### config.mk
export PLATFORM = sky130hd
export DESIGN_NAME = hex_grid_growth_step_top
export DESIGN_NICKNAME = d
export VERILOG_FILES = /design/src/design/hgg_pkg.sv /design/src/design/hex_grid_growth_step_top.sv
export SDC_FILE = /design/constraint.sdc
export NUM_CORES = 1
export LEC_CHECK = 0
export ABC_AREA = 1
export BUFFER_PORTS_ARGS = -buffer_cell sky130_fd_sc_hd__buf_4
export CAP_MARGIN = 10
export CORE_ASPECT_RATIO = 1.2
export CORE_MARGIN = 1.5
export CORE_UTILIZATION = 50
export DETAILED_ROUTE_END_ITERATION = 7
export PLACE_DENSITY = 0.76
export SLEW_MARGIN = 20
export SYNTH_ARGS = -nofsm -noshare
export SYNTH_HDL_FRONTEND = slang
export SYNTH_SLANG_ARGS = --single-unit
### constraint.sdc
create_clock -name clk -period 3.29 [get_ports clk]
set_input_delay 0.658 -clock clk [delete_from_list [all_inputs] [get_ports clk]]
set_output_delay 0.658 -clock clk [all_outputs]
set_load 0.02 [all_outputs]
### src/design/hgg_pkg.sv
// ---------------------------------------------------------------------------
// Hex grid growth step package
// Shared types and constants for the hex-grid crystal growth update.
// ---------------------------------------------------------------------------
`timescale 1ns / 1ps
`default_nettype none

package hgg_pkg;

  // Growth rule codes.
  localparam logic [1:0] RULE_EXACT_ONE = 2'd0;
  localparam logic [1:0] RULE_EXACT_TWO = 2'd1;
  localparam logic [1:0] RULE_ANY       = 2'd2;
  localparam logic [1:0] RULE_RESET     = RULE_ANY;

  // Result queue geometry.
  localparam int unsigned QUEUE_DEPTH = 4;
  localparam int unsigned QPTR_W      = 2;
  localparam int unsigned QCNT_W      = 3;

  // One result item.
  typedef struct packed {
    logic row_done;
    logic new_cell;
  } result_t;

endpackage

`default_nettype wire

### src/design/hex_grid_growth_step_top.sv
// ---------------------------------------------------------------------------
// Hex grid growth step
// One generation of a hex-grid crystal growth automaton, one column a cycle unless stalled.
// ---------------------------------------------------------------------------
// The block takes one column of three old cells (above, current, below) per
// request and can accept a new column in every cycle while at least two
// queue slots are free. The result for a cell comes out one column later.
// The last column of a row produces two results, so a row of N columns
// yields N results from N requests. Results go through a four-entry output
// queue, so the sustained rate is one column per cycle as long as the output
// side takes one result per cycle; the queue absorbs an output stall until
// fewer than two slots are free, and then the block holds off its input.
`timescale 1ns / 1ps
`default_nettype none

module hex_grid_growth_step_top
  import hgg_pkg::*;
(
  input  wire logic       clk,
  input  wire logic       rst,
  // Configuration: growth rule register.
  input  wire logic       cfg_we,
  input  wire logic [1:0] cfg_wdata,
  // Input column stream.
  input  wire logic       s_tvalid,
  output logic            s_tready,
  input  wire logic [7:0] s_tdata,  // [0] above_cell, [1] center_cell, [2] below_cell
  input  wire logic [1:0] s_tuser,  // [0] row_is_odd, [1] row_is_border
  input  wire logic       s_tlast,  // row_end
  // Output cell stream.
  output logic            m_tvalid,
  input  wire logic       m_tready,
  output logic [7:0]      m_tdata,  // [0] new_cell
  output logic            m_tlast   // row_done
);

  // Configuration and window state.
  logic [1:0] growth_rule;
  logic [1:0] window_above;
  logic [1:0] window_center;
  logic [1:0] window_below;
  logic [1:0] columns_seen;

  // Result queue.
  result_t           queue [QUEUE_DEPTH];
  logic [QPTR_W-1:0] wr_ptr;
  logic [QPTR_W-1:0] rd_ptr;
  logic [QCNT_W-1:0] queue_count;
  logic [QCNT_W-1:0] queue_count_next;

  // Decoded request.
  logic       in_fire;
  logic       out_fire;
  logic       cell_a;
  logic       cell_c;
  logic       cell_b;
  logic       row_odd;
  logic       row_border;
  logic [2:0] neighbor_count;
  logic       hit;
  logic       interior_val;
  logic       first_valid;
  result_t    first_res;
  result_t    last_res;
  result_t    entry0;
  logic [1:0] push_count;

  assign in_fire    = s_tvalid && s_tready;
  assign out_fire   = m_tvalid && m_tready;
  assign cell_a     = s_tdata[0];
  assign cell_c     = s_tdata[1];
  assign cell_b     = s_tdata[2];
  assign row_odd    = s_tuser[0];
  assign row_border = s_tuser[1];

  // Growth rule register.
  always_ff @(posedge clk) begin
    if (rst) begin
      growth_rule <= RULE_RESET;
    end else if (cfg_we) begin
      growth_rule <= cfg_wdata;
    end
  end

  // Count the six hex neighbors of the window's middle cell. The diagonals
  // lie to the right on odd rows and to the left on even rows.
  always_comb begin
    neighbor_count = 3'(window_center[1]) + 3'(cell_c)
                   + 3'(window_above[0]) + 3'(window_below[0]);
    if (row_odd) begin
      neighbor_count = neighbor_count + 3'(cell_a) + 3'(cell_b);
    end else begin
      neighbor_count = neighbor_count + 3'(window_above[1]) + 3'(window_below[1]);
    end
  end

  // Apply the growth rule; the unused code means no growth.
  always_comb begin
    case (growth_rule)
      RULE_EXACT_ONE: hit = (neighbor_count == 3'd1);
      RULE_EXACT_TWO: hit = (neighbor_count == 3'd2);
      RULE_ANY:       hit = (neighbor_count != 3'd0);
      default:        hit = 1'b0;
    endcase
  end

  // Results caused by this request: the middle cell once a column is held,
  // and the last column itself at the end of the row.
  always_comb begin
    interior_val       = window_center[0] | hit;
    first_valid        = (columns_seen != 2'd0);
    first_res.row_done = 1'b0;
    if (columns_seen == 2'd1 || row_border) begin
      first_res.new_cell = window_center[0];
    end else begin
      first_res.new_cell = interior_val;
    end
    last_res.new_cell = cell_c;
    last_res.row_done = 1'b1;
    entry0            = first_valid ? first_res : last_res;
    push_count        = 2'(first_valid) + 2'(s_tlast);
  end

  // Window shift, cleared at the end of each row.
  always_ff @(posedge clk) begin
    if (rst) begin
      window_above  <= '0;
      window_center <= '0;
      window_below  <= '0;
      columns_seen  <= '0;
    end else if (in_fire) begin
      if (s_tlast) begin
        window_above  <= '0;
        window_center <= '0;
        window_below  <= '0;
        columns_seen  <= '0;
      end else begin
        window_above  <= {window_above[0], cell_a};
        window_center <= {window_center[0], cell_c};
        window_below  <= {window_below[0], cell_b};
        if (columns_seen != 2'd2) begin
          columns_seen <= columns_seen + 2'd1;
        end
      end
    end
  end

  // Queue storage: up to two entries written per request.
  always_ff @(posedge clk) begin
    if (in_fire) begin
      if (push_count != 2'd0) begin
        queue[wr_ptr] <= entry0;
      end
      if (push_count == 2'd2) begin
        queue[wr_ptr + QPTR_W'(1)] <= last_res;
      end
    end
  end

  // Queue occupancy.
  always_comb begin
    queue_count_next = queue_count;
    if (in_fire) begin
      queue_count_next = queue_count_next + QCNT_W'(push_count);
    end
    if (out_fire) begin
      queue_count_next = queue_count_next - QCNT_W'(1);
    end
  end

  // Queue pointers.
  always_ff @(posedge clk) begin
    if (rst) begin
      wr_ptr      <= '0;
      rd_ptr      <= '0;
      queue_count <= '0;
    end else begin
      if (in_fire) begin
        wr_ptr <= wr_ptr + QPTR_W'(push_count);
      end
      if (out_fire) begin
        rd_ptr <= rd_ptr + QPTR_W'(1);
      end
      queue_count <= queue_count_next;
    end
  end

  // Ports.
  assign s_tready = (queue_count <= QCNT_W'(QUEUE_DEPTH - 2));
  assign m_tvalid = (queue_count != '0);
  assign m_tdata  = {7'd0, queue[rd_ptr].new_cell};
  assign m_tlast  = queue[rd_ptr].row_done;

endmodule

`default_nettype wire

==> results.tsv <==
stage	metric	value	unit
outcome	status	completed	
setup_path	crit_fanout	4	
finish	stdcell_count	258	
power	p_leak	0.000857	uW
placed_design	gp_congestion	0.790	
timing	rsz0062_at_grt	no	
clock_tree	cts-resized-gates	0	
setup_path	path_depth	15	
clock_tree	cts_tree	done	
routing	drt-met1-wl	1410	um
timing	maxSlewViolCount	0	
global_routing	gr-total-overflow	0	
routing	dr_wl_met2	1420	um
worst_hold_path	hold_start	rd_ptr[1]	
finish	final_cell_area	1800	um^2
power	swShare	42.9	%
setup_path	critical_path.cell_chain	buf_4 -> fa_1 -> ha_1 -> inv_1 -> fa_1 -> fa_1 -> nand2_1 -> nand2_1 -> nand3_1 -> nand2_1 -> nand2_1 -> nand3_1 -> nand2_1 -> nand3_1 -> nand2_1	
global_routing	antenna_found_initial	0	
clock_tree	cts-htree-levels	1	
power	intPower	713	uW
clock_tree	cts_hold_buf	0	
floorplanning	die_area	3640	um^2
clock_tree	clk_pin_slew	150	ps
timing	skew	1.93	ps
placed_design	dp_worst_setup_slack	-84.9	ps
setup_path	cp-startpoint	s_tdata[1]	
clock_tree	clk_path_buf_depth	2	
setup_path	critPathLaunchType	input port	
routing	ant_nets	0	
finish	antennaDiodeCount	0	
global_routing	grt_max_degree	16	
finish	multi_input_area	921	um^2
placed_design	io_buffers	16	
global_routing	track_usage	17.3	%
worst_hold_path	min_path_cells	2	
finish	layout.nets	257	
setup_path	required	3400	ps
routing	dr.max_layer_used	met4	
power	p_total	1250	uW
routing	drt-initial-drc-count	26	
yosys	syn_area	1640	um^2
placed_design	dpl_cell_area	1780	um^2
clock_tree	root_buffer	clkbuf_4	
clock_tree	cts_made_buffers	3	
routing	via_per_inst	5.01	
flow_run	cap_violations	0	
timing	fin_crit_sh	91.7	%
routing	wl_met3	95	um
timing	max_freq	331	MHz
timing	period_needed	3020	ps
clock_tree	cts_setup_buffers	0	
power	power.share.combinational	48.3	%
power	clkPwrFrac	11.8	%
yosys	synth.ff_latch_count	27	
setup_path	r2r_start	window_below[0]	
floorplanning	pin_count	29	
clock_tree	insertion_delay	320	ps
yosys	ys_seq_area_share	35.3	%
finish	seqCellArea	581	um^2
placed_design	post-dp-hpwl	2370	um
timing	worst_slack	273	ps
setup_path	end_kind	flop	
placed_design	dp.cells	254	
global_routing	grt_pass1_wl	5080	um
floorplanning	num_rows	22	
yosys	synth.distinct_cells	30	
routing	wl	2950	um
setup_path	cp_slowest_stage_delay	500	ps
power	pwr-share-seq	39.9	%
setup_path	r2r_cells	14	
power	power.density	692	nW/um^2
yosys	avgSynthCellArea	8.06	um^2
floorplanning	die_h	65.8	um
finish	syn_to_final_growth	9.74	%
setup_path	crit_type	input port to flop	
power	p_sw	536	uW
floorplanning	die_x	55.3	um
timing	setup_viol	0	
global_routing	grt_pass1_vias	1203	
routing	drc	0	
floorplanning	core_area	3110	um^2
clock_tree	cts_num_sinks	27	
setup_path	critPathTopFamily	adder cells	
routing	routedWlPerCell	11.4	um
setup_path	slowest_stage	fa_1	
timing	final_hold_viol_count	0	
worst_hold_path	hold_class	flop to flop	
setup_path	arrival	3120	ps
yosys	yosysWarnings	0	
routing	first_pass_iters	4	
floorplanning	initial_core_util	52.9	%
finish	drive_above_1_share	14.4	%
finish	fillers	312	
yosys	syn_inst	204	
power	ir_drop	0.000514	V
routing	vias	1292	
setup_path	cpMostUsedCell	nand2_1	
setup_path	worst-path-buf-inv	2	
-- Yosys cell counts --
cell type  number  area (um^2)
or2_1           4         25.0
xor2_1          1         8.76
dfxtp_1        23          460
clkbuf_1        1         3.75
nand2_1        39          146
clkinv_1        1         3.75
inv_1          25         93.8
nand2_4         2         22.5
mux2i_1         1         10.0
nor2_4          1         11.3
edfxtp_1        4          120
o22ai_1         2         12.5
a21oi_1        21          105
buf_4           7         52.6
buf_2           1         5.00
nor3_2          4         40.0
conb_1          1         3.75
a21oi_4         1         16.3
nand3_1        18         90.1
a211oi_1        4         30.0
o21ai_0        12         60.1
nor2_1          8         30.0
fa_1            6          120
o21ai_2         1         8.76
a31o_2          1         8.76
inv_4           1         6.26
ha_1           10          125
or2_2           1         6.26
o21bai_1        1         7.51
o21ai_1         2         10.0
-- registers in the layout, summed over array words and instances, names as in the netlist, named ones only --
signal,cells
columns_seen,2
growth_rule,2
queue,8
queue_count,3
rd_ptr,2
window_above,2
window_below,2
window_center,2
wr_ptr,2
-- power groups by stage --
| stage | Combinational, uW | Clock [uW] | Sequential (uW) |
|---|---|---|---|
| 2_1_floorplan | 467 | 0 | 488 |
| 3_3_place_gp | 591 | 0 | 501 |
| 3_5_place_dp | 609 | 0 | 506 |
| 4_1_cts | 611 | 152 | 498 |
| 5_1_grt | 688 | 165 | 508 |
| 6_report | 604 | 147 | 498 |
-- metal layers --
metal / GRT usage [%] / up-vias
met5: 0 / -
li1: - / 692
met3: 2.94 / 4
met4: 6.40 / 0
met2: 29.0 / 23
met1: 22.4 / 573
-- path summary, 6_finish.rpt --
path | end | slack (ps)
max | queue[3][0] | 270
min | flop | 480
max reg2reg | queue[3][0] | 350
min reg2reg | flop | 480
-- placed cells by master (no fill, tap or decap) --
cell	n
o22ai_1	2
o21ai_0	12
dfxtp_1	23
nand2_4	2
a21oi_4	1
a21oi_1	21
nor3_2	4
inv_1	25
o21bai_1	1
or2_1	4
nand2_1	39
edfxtp_1	4
a31o_2	1
fa_1	6
nor2_4	1
buf_4	17
mux2i_1	1
nor2_1	8
xor2_1	1
o21ai_2	1
or2_2	1
a211oi_1	4
inv_4	1
clkbuf_1	1
clkbuf_4	3
clkinv_1	1
ha_1	10
conb_1	7
nand3_1	18
o21ai_1	2
-- cell families (layout without fill, tap and decap cells) --
kind of cell	count (synthesis)	count (layout)	synth area share, %
adder cells (fa/ha/maj)	16	16	14.9
multiplexers	1	1	0.609
AO/OA/AOI/OAI	45	45	15.8
flip-flops	27	27	35.3
buffers and inverters	36	48	10.0
other	1	7	0.228
XOR/XNOR	1	1	0.533
AND/OR/NAND/NOR	77	77	22.6
-- worst min-delay path, cell delays in order, from the launching register on --
cell     delay, ps
dfxtp_1        330
inv_1           60
a21oi_1         70
-- metrics by stage --
step,setup TNS [ps],hold WS [ps],util (%)
final,0,483,58.0
after detailed placement,-321,463,57.2
after floorplan,0,433,-
after global placement,-254,456,57.2
after global routing,0,529,58.0
after CTS,0,485,58.0
-- layout make-up --
type,count,share of cell area [%]
inverters,27,5.76
clock buffers,4,1.46
flip-flops and latches,27,32.2
repair buffers,17,7.07
well taps,36,2.50
multi-input cells,147,51.0
Note: power is estimated with default switching activity, not from simulation.
